## src/rtl/rcp_pkg.sv

```systemverilog
`default_nettype none
// ---------------------------------------------------------------------------
// rcp_pkg
// Shared constants, codes and types of the raster crop and pad window unit.
// ---------------------------------------------------------------------------
package rcp_pkg;

  localparam int OUT_COLS    = 512;
  localparam int FULL_ROWS   = 512;
  localparam int HALF_ROWS   = 256;
  localparam int MAX_SRC_DIM = 4096;

  localparam int GREY_W  = 8;
  localparam int ROW_W   = 9;
  localparam int COL_W   = 9;
  localparam int SPAN_W  = 10;
  localparam int OFS_W   = 12;
  localparam int DIM_W   = 13;
  localparam int MODE_W  = 2;
  localparam int CFG_W   = 13;
  localparam int CFG_IDX_W = 3;

  // arithmetic width for offsets, limits and positions
  localparam int AW = 14;

  localparam logic [AW-1:0]     COLS_A     = AW'(OUT_COLS);
  localparam logic [AW-1:0]     HALF_A     = AW'(HALF_ROWS);
  localparam logic [SPAN_W-1:0] ROWS_FULL_S = SPAN_W'(FULL_ROWS);
  localparam logic [SPAN_W-1:0] ROWS_HALF_S = SPAN_W'(HALF_ROWS);
  localparam logic [SPAN_W-1:0] COLS_S      = SPAN_W'(OUT_COLS);

  localparam int MAX_RES  = 4;
  localparam int RQ_DEPTH = 8;
  localparam int RQ_AW    = $clog2(RQ_DEPTH);
  localparam int RQ_CW    = $clog2(RQ_DEPTH + 1);

  typedef enum logic [CFG_IDX_W-1:0] {
    CFG_START_COL  = 3'd0,
    CFG_START_ROW  = 3'd1,
    CFG_FILL_VALUE = 3'd2,
    CFG_ROW_MODE   = 3'd3,
    CFG_TOP_FIRST  = 3'd4,
    CFG_SRC_WIDTH  = 3'd5,
    CFG_SRC_HEIGHT = 3'd6
  } cfg_idx_t;

  typedef enum logic [MODE_W-1:0] {
    ROW_AUTO = 2'd0,
    ROW_HALF = 2'd1,
    ROW_FULL = 2'd2
  } row_mode_t;

  typedef struct packed {
    logic [ROW_W-1:0]  out_row;
    logic [SPAN_W-1:0] row_span;
    logic [COL_W-1:0]  out_col;
    logic [SPAN_W-1:0] col_span;
    logic [GREY_W-1:0] grey;
    logic              last;
  } rcp_res_t;

endpackage
`default_nettype wire

```

## src/rtl/rcp_pix_if.sv

```systemverilog
`default_nettype none
// ---------------------------------------------------------------------------
// rcp_pix_if
// Source pixel channel: valid/ready handshake with one grey value.
// ---------------------------------------------------------------------------
interface rcp_pix_if;
  logic                      valid;
  logic                      ready;
  logic [rcp_pkg::GREY_W-1:0] pixel;

  modport source (output valid, output pixel, input ready);
  modport sink   (input valid, input pixel, output ready);
endinterface
`default_nettype wire

```

## src/rtl/rcp_res_if.sv

```systemverilog
`default_nettype none
// ---------------------------------------------------------------------------
// rcp_res_if
// Rectangle write channel: valid/ready handshake with one rectangle.
// ---------------------------------------------------------------------------
interface rcp_res_if;
  logic                       valid;
  logic                       ready;
  logic [rcp_pkg::ROW_W-1:0]  out_row;
  logic [rcp_pkg::SPAN_W-1:0] row_span;
  logic [rcp_pkg::COL_W-1:0]  out_col;
  logic [rcp_pkg::SPAN_W-1:0] col_span;
  logic [rcp_pkg::GREY_W-1:0] grey;
  logic                       last;

  modport source (output valid, output out_row, output row_span, output out_col,
                  output col_span, output grey, output last, input ready);
  modport sink   (input valid, input out_row, input row_span, input out_col,
                  input col_span, input grey, input last, output ready);
endinterface
`default_nettype wire

```

## src/rtl/raster_crop_pad_window_unit.sv

```systemverilog
// A pixel accepted on in_ch sits in the input register until it is mapped, and
// its rectangles are then written to the result queue and offered on out_ch.
// Throughput: one pixel per cycle; each pixel yields zero to four rectangles
// that drain through an 8-entry result queue at one per cycle while out_ch is
// ready, and a pixel is mapped only while the queue has four free entries.
// Reset (rst_n low, synchronous): queue empty, no frame open, registers to defaults.
`default_nettype none
// ---------------------------------------------------------------------------
// raster_crop_pad_window_unit
// Maps a raster pixel stream into a fixed output frame as rectangle writes:
// single pixels, row-end background fills and frame background fills.
// ---------------------------------------------------------------------------
module raster_crop_pad_window_unit (
  input  wire logic                          clk,
  input  wire logic                          rst_n,
  rcp_pix_if.sink                            in_ch,
  rcp_res_if.source                          out_ch,
  input  wire logic                          cfg_we,
  input  wire logic [rcp_pkg::CFG_IDX_W-1:0] cfg_idx,
  input  wire logic [rcp_pkg::CFG_W-1:0]     cfg_data
);

  localparam int AW = rcp_pkg::AW;

  // configuration registers
  logic [rcp_pkg::OFS_W-1:0]  start_col_r, start_row_r;
  logic [rcp_pkg::GREY_W-1:0] fill_value_r;
  logic [rcp_pkg::MODE_W-1:0] row_mode_r;
  logic                       top_first_r;
  logic [rcp_pkg::DIM_W-1:0]  src_width_r, src_height_r;

  // geometry latched at frame start
  logic [rcp_pkg::OFS_W-1:0]  f_sc_r, f_sr_r;
  logic [rcp_pkg::GREY_W-1:0] f_fill_r;
  logic                       f_top_r, f_full_r;
  logic [rcp_pkg::DIM_W-1:0]  f_w_r, f_h_r;

  // frame state
  logic                       frame_open_r, frame_open_nxt;
  logic [rcp_pkg::DIM_W-1:0]  col_pos_r, col_pos_nxt;
  logic [rcp_pkg::DIM_W-1:0]  row_pos_r, row_pos_nxt;
  logic [rcp_pkg::SPAN_W-1:0] rows_done_r, rows_done_nxt;

  // input register
  logic                       stg_vld_r;
  logic [rcp_pkg::GREY_W-1:0] stg_pix_r;

  // result queue
  rcp_pkg::rcp_res_t          rq_mem [rcp_pkg::RQ_DEPTH];
  logic [rcp_pkg::RQ_AW-1:0]  wr_ptr_r, wr_ptr_nxt, rd_ptr_r;
  logic [rcp_pkg::RQ_CW-1:0]  cnt_r, cnt_nxt;

  logic proc, pop;

  logic [rcp_pkg::OFS_W-1:0]  e_sc, e_sr;
  logic [rcp_pkg::GREY_W-1:0] e_fill;
  logic                       e_top, e_full, live_full;
  logic [rcp_pkg::DIM_W-1:0]  e_w, e_h, live_w, live_h;
  logic [rcp_pkg::SPAN_W-1:0] e_rows;
  logic [rcp_pkg::DIM_W-1:0]  rpos, cpos;
  logic [AW-1:0]              e_end, sc_lim, rpos_a, cpos_a, nx, c0, sc_a;
  logic [AW-1:0]              row_off, lead_diff, col_pix, col_fill, span_fill;
  logic                       inwin, lead_ok, pix_ok, row_end, fill_ok, lastrow, end_ok;
  logic [rcp_pkg::SPAN_W-1:0] lead_span, rd_base, rd_row, rem;

  rcp_pkg::rcp_res_t                slot_res [rcp_pkg::MAX_RES];
  logic [rcp_pkg::MAX_RES-1:0]      slot_v;
  logic [rcp_pkg::RQ_AW-1:0]        slot_ptr [rcp_pkg::MAX_RES];
  logic [rcp_pkg::RQ_CW-1:0]        nres;

  assign pop          = out_ch.valid && out_ch.ready;
  assign proc         = stg_vld_r && (cnt_r <= rcp_pkg::RQ_CW'(rcp_pkg::RQ_DEPTH
                                                             - rcp_pkg::MAX_RES));
  assign in_ch.ready  = !stg_vld_r || proc;

  // effective geometry: live registers at frame start, latched copy inside a frame
  always_comb begin
    live_w = (src_width_r == '0) ? rcp_pkg::DIM_W'(1) : src_width_r;
    live_h = (src_height_r == '0) ? rcp_pkg::DIM_W'(1) : src_height_r;
    case (rcp_pkg::row_mode_t'(row_mode_r))
      rcp_pkg::ROW_HALF: live_full = 1'b0;
      rcp_pkg::ROW_FULL: live_full = 1'b1;
      default:           live_full = (AW'(start_row_r) + rcp_pkg::HALF_A) < AW'(live_h);
    endcase
    if (frame_open_r) begin
      e_sc = f_sc_r;   e_sr = f_sr_r;   e_fill = f_fill_r; e_top = f_top_r;
      e_w  = f_w_r;    e_h  = f_h_r;    e_full = f_full_r;
    end else begin
      e_sc = start_col_r; e_sr = start_row_r; e_fill = fill_value_r; e_top = top_first_r;
      e_w  = live_w;      e_h  = live_h;      e_full = live_full;
    end
  end

  // mapping of the current pixel
  always_comb begin
    e_rows  = e_full ? rcp_pkg::ROWS_FULL_S : rcp_pkg::ROWS_HALF_S;
    e_end   = AW'(e_sr) + AW'(e_rows);
    sc_a    = AW'(e_sc);
    sc_lim  = sc_a + rcp_pkg::COLS_A;
    rpos    = frame_open_r ? row_pos_r : (e_top ? '0 : e_h - rcp_pkg::DIM_W'(1));
    cpos    = frame_open_r ? col_pos_r : '0;
    rpos_a  = AW'(rpos);
    cpos_a  = AW'(cpos);
    inwin   = (rpos_a >= AW'(e_sr)) && (rpos_a < e_end);
    lead_ok = !frame_open_r && !e_top && inwin && ((rpos_a + AW'(1)) < e_end);
    lead_diff = e_end - rpos_a - AW'(1);
    lead_span = lead_diff[rcp_pkg::SPAN_W-1:0];
    rd_base = frame_open_r ? rows_done_r : (lead_ok ? lead_span : '0);
    pix_ok  = inwin && (cpos_a >= sc_a) && (cpos_a < sc_lim);
    nx      = cpos_a + AW'(1);
    row_end = nx >= AW'(e_w);
    fill_ok = row_end && inwin && (nx < sc_lim);
    c0      = (nx > sc_a) ? nx : sc_a;
    rd_row  = rd_base + rcp_pkg::SPAN_W'(row_end && inwin);
    lastrow = row_end && (e_top ? ((rpos_a + AW'(1)) >= AW'(e_h)) : (rpos == '0));
    end_ok  = lastrow && (rd_row < e_rows);
    rem     = e_rows - rd_row;
    row_off = rpos_a - AW'(e_sr);
    col_pix = cpos_a - sc_a;
    col_fill  = c0 - sc_a;
    span_fill = sc_lim - c0;

    slot_v = {end_ok, fill_ok, pix_ok, lead_ok};

    slot_res[0].out_row  = row_off[rcp_pkg::ROW_W-1:0] + rcp_pkg::ROW_W'(1);
    slot_res[0].row_span = lead_span;
    slot_res[0].out_col  = '0;
    slot_res[0].col_span = rcp_pkg::COLS_S;
    slot_res[0].grey     = e_fill;
    slot_res[0].last     = lead_ok && !pix_ok && !fill_ok && !end_ok;

    slot_res[1].out_row  = row_off[rcp_pkg::ROW_W-1:0];
    slot_res[1].row_span = rcp_pkg::SPAN_W'(1);
    slot_res[1].out_col  = col_pix[rcp_pkg::COL_W-1:0];
    slot_res[1].col_span = rcp_pkg::SPAN_W'(1);
    slot_res[1].grey     = stg_pix_r;
    slot_res[1].last     = !fill_ok && !end_ok;

    slot_res[2].out_row  = row_off[rcp_pkg::ROW_W-1:0];
    slot_res[2].row_span = rcp_pkg::SPAN_W'(1);
    slot_res[2].out_col  = col_fill[rcp_pkg::COL_W-1:0];
    slot_res[2].col_span = span_fill[rcp_pkg::SPAN_W-1:0];
    slot_res[2].grey     = e_fill;
    slot_res[2].last     = !end_ok;

    slot_res[3].out_row  = e_top ? rd_row[rcp_pkg::ROW_W-1:0] : '0;
    slot_res[3].row_span = rem;
    slot_res[3].out_col  = '0;
    slot_res[3].col_span = rcp_pkg::COLS_S;
    slot_res[3].grey     = e_fill;
    slot_res[3].last     = 1'b1;
  end

  // pack valid rectangles into consecutive queue entries
  always_comb begin
    nres = '0;
    for (int i = 0; i < rcp_pkg::MAX_RES; i++) begin
      slot_ptr[i] = wr_ptr_r + nres[rcp_pkg::RQ_AW-1:0];
      nres        = nres + rcp_pkg::RQ_CW'(slot_v[i]);
    end
    wr_ptr_nxt = proc ? wr_ptr_r + nres[rcp_pkg::RQ_AW-1:0] : wr_ptr_r;
    cnt_nxt    = cnt_r - rcp_pkg::RQ_CW'(pop) + (proc ? nres : '0);
  end

  always_comb begin
    frame_open_nxt = !lastrow;
    rows_done_nxt  = rd_row;
    col_pos_nxt    = row_end ? '0 : nx[rcp_pkg::DIM_W-1:0];
    if (row_end && !lastrow) begin
      row_pos_nxt = e_top ? rpos + rcp_pkg::DIM_W'(1) : rpos - rcp_pkg::DIM_W'(1);
    end else begin
      row_pos_nxt = rpos;
    end
  end

  always_ff @(posedge clk) begin
    if (!rst_n) begin
      start_col_r  <= '0;
      start_row_r  <= '0;
      fill_value_r <= '0;
      row_mode_r   <= rcp_pkg::ROW_AUTO;
      top_first_r  <= 1'b1;
      src_width_r  <= rcp_pkg::DIM_W'(512);
      src_height_r <= rcp_pkg::DIM_W'(512);
    end else if (cfg_we) begin
      case (rcp_pkg::cfg_idx_t'(cfg_idx))
        rcp_pkg::CFG_START_COL:  start_col_r  <= cfg_data[rcp_pkg::OFS_W-1:0];
        rcp_pkg::CFG_START_ROW:  start_row_r  <= cfg_data[rcp_pkg::OFS_W-1:0];
        rcp_pkg::CFG_FILL_VALUE: fill_value_r <= cfg_data[rcp_pkg::GREY_W-1:0];
        rcp_pkg::CFG_ROW_MODE:   row_mode_r   <= cfg_data[rcp_pkg::MODE_W-1:0];
        rcp_pkg::CFG_TOP_FIRST:  top_first_r  <= cfg_data[0];
        rcp_pkg::CFG_SRC_WIDTH:  src_width_r  <= cfg_data[rcp_pkg::DIM_W-1:0];
        rcp_pkg::CFG_SRC_HEIGHT: src_height_r <= cfg_data[rcp_pkg::DIM_W-1:0];
        default: ;
      endcase
    end
  end

  always_ff @(posedge clk) begin
    if (!rst_n) begin
      frame_open_r <= 1'b0;
      col_pos_r    <= '0;
      row_pos_r    <= '0;
      rows_done_r  <= '0;
      stg_vld_r    <= 1'b0;
      wr_ptr_r     <= '0;
      rd_ptr_r     <= '0;
      cnt_r        <= '0;
    end else begin
      if (in_ch.valid && in_ch.ready) begin
        stg_vld_r <= 1'b1;
      end else if (proc) begin
        stg_vld_r <= 1'b0;
      end
      if (proc) begin
        frame_open_r <= frame_open_nxt;
        col_pos_r    <= col_pos_nxt;
        row_pos_r    <= row_pos_nxt;
        rows_done_r  <= rows_done_nxt;
      end
      if (pop) begin
        rd_ptr_r <= rd_ptr_r + rcp_pkg::RQ_AW'(1);
      end
      wr_ptr_r <= wr_ptr_nxt;
      cnt_r    <= cnt_nxt;
    end
  end

  always_ff @(posedge clk) begin
    if (in_ch.valid && in_ch.ready) begin
      stg_pix_r <= in_ch.pixel;
    end
    if (proc && !frame_open_r) begin
      f_sc_r   <= start_col_r;
      f_sr_r   <= start_row_r;
      f_fill_r <= fill_value_r;
      f_top_r  <= top_first_r;
      f_w_r    <= live_w;
      f_h_r    <= live_h;
      f_full_r <= live_full;
    end
    for (int i = 0; i < rcp_pkg::MAX_RES; i++) begin
      if (proc && slot_v[i]) begin
        rq_mem[slot_ptr[i]] <= slot_res[i];
      end
    end
  end

  assign out_ch.valid    = (cnt_r != '0);
  assign out_ch.out_row  = rq_mem[rd_ptr_r].out_row;
  assign out_ch.row_span = rq_mem[rd_ptr_r].row_span;
  assign out_ch.out_col  = rq_mem[rd_ptr_r].out_col;
  assign out_ch.col_span = rq_mem[rd_ptr_r].col_span;
  assign out_ch.grey     = rq_mem[rd_ptr_r].grey;
  assign out_ch.last     = rq_mem[rd_ptr_r].last;

endmodule
`default_nettype wire

```

## src/flat_wrapper.sv

```systemverilog
// flat-port wrapper written by rule: the top's interface ports become plain ports
module raster_crop_pad_window_unit_flat 
  (clk, rst_n, cfg_we, cfg_idx, cfg_data, in_ch_valid, in_ch_pixel, in_ch_ready, out_ch_valid, out_ch_out_row, out_ch_row_span, out_ch_out_col, out_ch_col_span, out_ch_grey, out_ch_last, out_ch_ready);
  rcp_pix_if in_ch_i ();
  rcp_res_if out_ch_i ();
  input  wire logic clk;
  input  wire logic rst_n;
  input  wire logic cfg_we;
  input  wire logic [rcp_pkg::CFG_IDX_W-1:0] cfg_idx;
  input  wire logic [rcp_pkg::CFG_W-1:0] cfg_data;
  input wire logic [$bits(in_ch_i.valid)-1:0] in_ch_valid;
  input wire logic [$bits(in_ch_i.pixel)-1:0] in_ch_pixel;
  output wire logic [$bits(in_ch_i.ready)-1:0] in_ch_ready;
  output wire logic [$bits(out_ch_i.valid)-1:0] out_ch_valid;
  output wire logic [$bits(out_ch_i.out_row)-1:0] out_ch_out_row;
  output wire logic [$bits(out_ch_i.row_span)-1:0] out_ch_row_span;
  output wire logic [$bits(out_ch_i.out_col)-1:0] out_ch_out_col;
  output wire logic [$bits(out_ch_i.col_span)-1:0] out_ch_col_span;
  output wire logic [$bits(out_ch_i.grey)-1:0] out_ch_grey;
  output wire logic [$bits(out_ch_i.last)-1:0] out_ch_last;
  input wire logic [$bits(out_ch_i.ready)-1:0] out_ch_ready;
  assign in_ch_i.valid = in_ch_valid;
  assign in_ch_i.pixel = in_ch_pixel;
  assign in_ch_ready = in_ch_i.ready;
  assign out_ch_valid = out_ch_i.valid;
  assign out_ch_out_row = out_ch_i.out_row;
  assign out_ch_row_span = out_ch_i.row_span;
  assign out_ch_out_col = out_ch_i.out_col;
  assign out_ch_col_span = out_ch_i.col_span;
  assign out_ch_grey = out_ch_i.grey;
  assign out_ch_last = out_ch_i.last;
  assign out_ch_i.ready = out_ch_ready;
  raster_crop_pad_window_unit u_core (.clk(clk), .rst_n(rst_n), .in_ch(in_ch_i), .out_ch(out_ch_i), .cfg_we(cfg_we), .cfg_idx(cfg_idx), .cfg_data(cfg_data));
endmodule
```

## config.mk

```make
export PLATFORM = sky130hd
export DESIGN_NAME = raster_crop_pad_window_unit_flat
export DESIGN_NICKNAME = d
export VERILOG_FILES = /design/src/rtl/rcp_pkg.sv /design/src/rtl/rcp_pix_if.sv /design/src/rtl/rcp_res_if.sv /design/src/rtl/raster_crop_pad_window_unit.sv /design/src/flat_wrapper.sv
export SDC_FILE = /design/constraint.sdc
export NUM_CORES = 1
export LEC_CHECK = 0
export BUFFER_PORTS_ARGS = -buffer_cell sky130_fd_sc_hd__buf_2
export CORE_MARGIN = 1
export CORE_UTILIZATION = 45
export CTS_CLUSTER_DIAMETER = 30
export CTS_CLUSTER_SIZE = 30
export DETAILED_ROUTE_END_ITERATION = 10
export SYNTH_ARGS = -nofsm -noshare
export SYNTH_HDL_FRONTEND = slang
export SYNTH_SLANG_ARGS = --single-unit
```

## constraint.sdc

```tcl
create_clock -name clk -period 33.5 [get_ports clk]
set_clock_uncertainty 0.15 [all_clocks]
set_input_delay 8.375 -clock clk [delete_from_list [all_inputs] [get_ports clk]]
set_output_delay 8.375 -clock clk [all_outputs]
set_load 0.05 [all_outputs]
```

==> results by group <==
Synth
  • Distinct cells, synth: 92
  • Top cells by area, synth: edfxtp_1, dfxtp_1, ha_1
  • FFs w/ async S/R, synth: 0%
  • Synth Warn #: 0
  • Register area share after synthesis: 41.16%
  • Largest area contributor in the netlist: edfxtp_1
  • Most frequent cells after synthesis: nand2_1, edfxtp_1, dfxtp_1, clkbuf_1, nor2_1
  • Syn avg cell area: 9.814 um2
  • Post-synth top flop: edfxtp_1
  • Syn Nets: 3674
  • EDFF count, synth: 284
  • Mapped Cells: 3459
  • Synthesized area: 33950 um2
  • Synth top area share: 25.12%
  • Yosys reg bits: 556
  • Top-count cell post-synth: nand2_1

Worst setup path
  • CP most frequent cell: ha_1
  • Crit path DAT: 13.04 ns
  • CP Launch Type: register
  • Crit path kind: reg -> reg
  • CP Capture Type: register
  • CP max stage cell: nor4_1
  • Required @ worst endpoint: 33.94 ns
  • Slowest Stage Delay on Critical Path: 0.75 ns
  • CP max FO: 14

Detailed routing
  • Vias per cell: 6.457
  • DRT antenna net count: 0
  • Pre-Repair DR Iteration Count: 6
  • Routed wire per std cell: 25.55 um
  • Vias: 29220
  • Residual DRC: 0
  • DRT iter0 DRCs: 3196
  • WL final: 115600 um

Status
  • Status: finished, final reports clean

Global route
  • Wire length of the first global-routing pass: 175600 um
  • Largest net degree at the start of global routing: 112
  • Number of global-route vias before repair: 29320
  • Gr usage total: 29.79%
  • Initial antenna violation count: 1
  • Gr ovfl total: 0

Flow run
  • MaxCap Viol Count: 0

Timing
  • RSZ-0062 raised after global routing: false
  • Final Cycle Share: 37.63%
  • Hold WS: 0.3015 ns
  • Setup violators final: 0
  • Fin crit period: 12.61 ns
  • Final count of hold timing violations: 0
  • Worst Tran Pin Value: 1.344 ns
  • Max-slew violation count: 0
  • Worst setup margin: 20.89 ns
  • Peak Freq: 79.33 MHz
  • Max-slew headroom: 9.729%
  • Fin Setup TNS: 0 ns

Clock tree
  • Hold-fix buffers at CTS: 0
  • CTS clk-pin slew, worst paths: 0.04 ns
  • Clock Path Buffers: 3
  • Inserted Clock Buffers: 131
  • Post-CTS Setup Inserts: 0
  • H-tree levels: 4
  • Skew-Pair Late Insertion Delay: 0.73 ns
  • CTS tree: built
  • Root buffer cell: clkbuf_16
  • CTS resizes: 0
  • Clock Sinks: 556

Final layout
  • Register Area: 13990 um2
  • Multi-input gate area: 18550 um2
  • Nets: 3662
  • N_diodes: 0
  • Area Growth Syn to Fin: 16.82%
  • Share of cells above drive strength 1: 17.35%
  • Fillers: 6473

Place
  • Placement Setup Slack: 21.10 ns
  • DP HPWL: 74240 um
  • # port buffers: 77
  • GP Congestion: 0.9487

Die
  • Rows: 100
  • Core region area: 74570 um2
  • Height of the die: 276.7 um
  • Die area: 76540 um2
  • Initial Util: 45.52%
  • Die Wd: 276.7 um
  • # IOs: 78

Power and ir drop
  • Lkg Pwr: 0.01504 uW
  • Max IR drop VDD: 0.05629 mV
  • Power Dens Cells: 80.34 nW/um2

Min path
  • Hold/Removal Path Class: reg -> reg
state kept, by name, summed over array words and instances (netlist names), 13 cells and up, named ones only:
name and flops:
u_core.f_h_r 13, u_core.src_height_r 13, u_core.col_pos_r 13, u_core.src_width_r 13
u_core.rq_mem 376, u_core.row_pos_r 13, u_core.f_w_r 13
area by class of cell:
class | count | share of cell area, %
multi-input combinational | 2496 | 46.78
timing repair buffer | 135 | 2.070
sequential | 556 | 35.27
clock inverter | 83 | 2.638
clock buffer | 159 | 8.989
inverter | 127 | 1.202
tap | 969 | 3.057
metrics by stage:
stage | cells | utilization, % | area [um2] | power, uW
after CTS | 4525 | 53.18 | 39660 | 3175
after detailed placement | 4283 | 47.00 | 35040 | 1877
final | 4525 | 53.18 | 39660 | 3186
after floorplan | 3459 | - | 33950 | 1567
after global routing | 4525 | 53.18 | 39660 | 3308
after global placement | 4283 | 47.00 | 35040 | 1850
final timing paths:
kind                           from          endpoint  slack [ns]  depth (start not counted)
max reg2reg  u_core.src_height_r[8]   u_core.cnt_r[3]       20.89                         47
min           u_core.start_col_r[1]  u_core.f_sc_r[1]        0.30                          0
min reg2reg   u_core.start_col_r[1]  u_core.f_sc_r[1]        0.30                          0
max          u_core.src_height_r[8]   u_core.cnt_r[3]       20.89                         47
cells in the final DEF, fill, tap and decap left out, types with 94 or more instances in the layout:
cell,instances
nor2_1,177
a21oi_1,181
mux2_2,99
edfxtp_1,284
inv_1,120
o21ai_0,161
nand4_1,96
ha_1,174
dfxtp_1,268
clkbuf_16,132
mux4_2,94
a31oi_1,114
a21boi_0,98
nand2_1,347
nand3_1,171
per-layer routing:
layer  part of all wire (%)  up-vias  track usage (%)
met5                      0        -                0
met4                    4.3        0            14.19
met3                     10      398            7.272
met2                     46     1706            47.22
met1                     39    14170            38.22
li1                       -    12950                -
critical path, delay by kind of cell (launching register included):
kind	cells	cell delay, ns
xor+xnor	2	0.27
compound gates	17	3.58
buf+inv	3	0.31
flops	1	0.36
fa+ha+maj	10	3.44
mux	1	0.31
simple gates	14	4.05
kinds of logic after synthesis:
group	share of synthesized area, %
buf+inv	4.659
xor+xnor	2.709
compound gates	16.84
fa+ha+maj	7.121
simple gates	14.94
flops	41.16
mux	12.57
power by group:
group | switching, uW | internal (uW)
clock network | 437 | 860
logic | 706 | 345
registers | 35.5 | 803
total | 1180 | 2010
(Power assumes the default switching activity.)
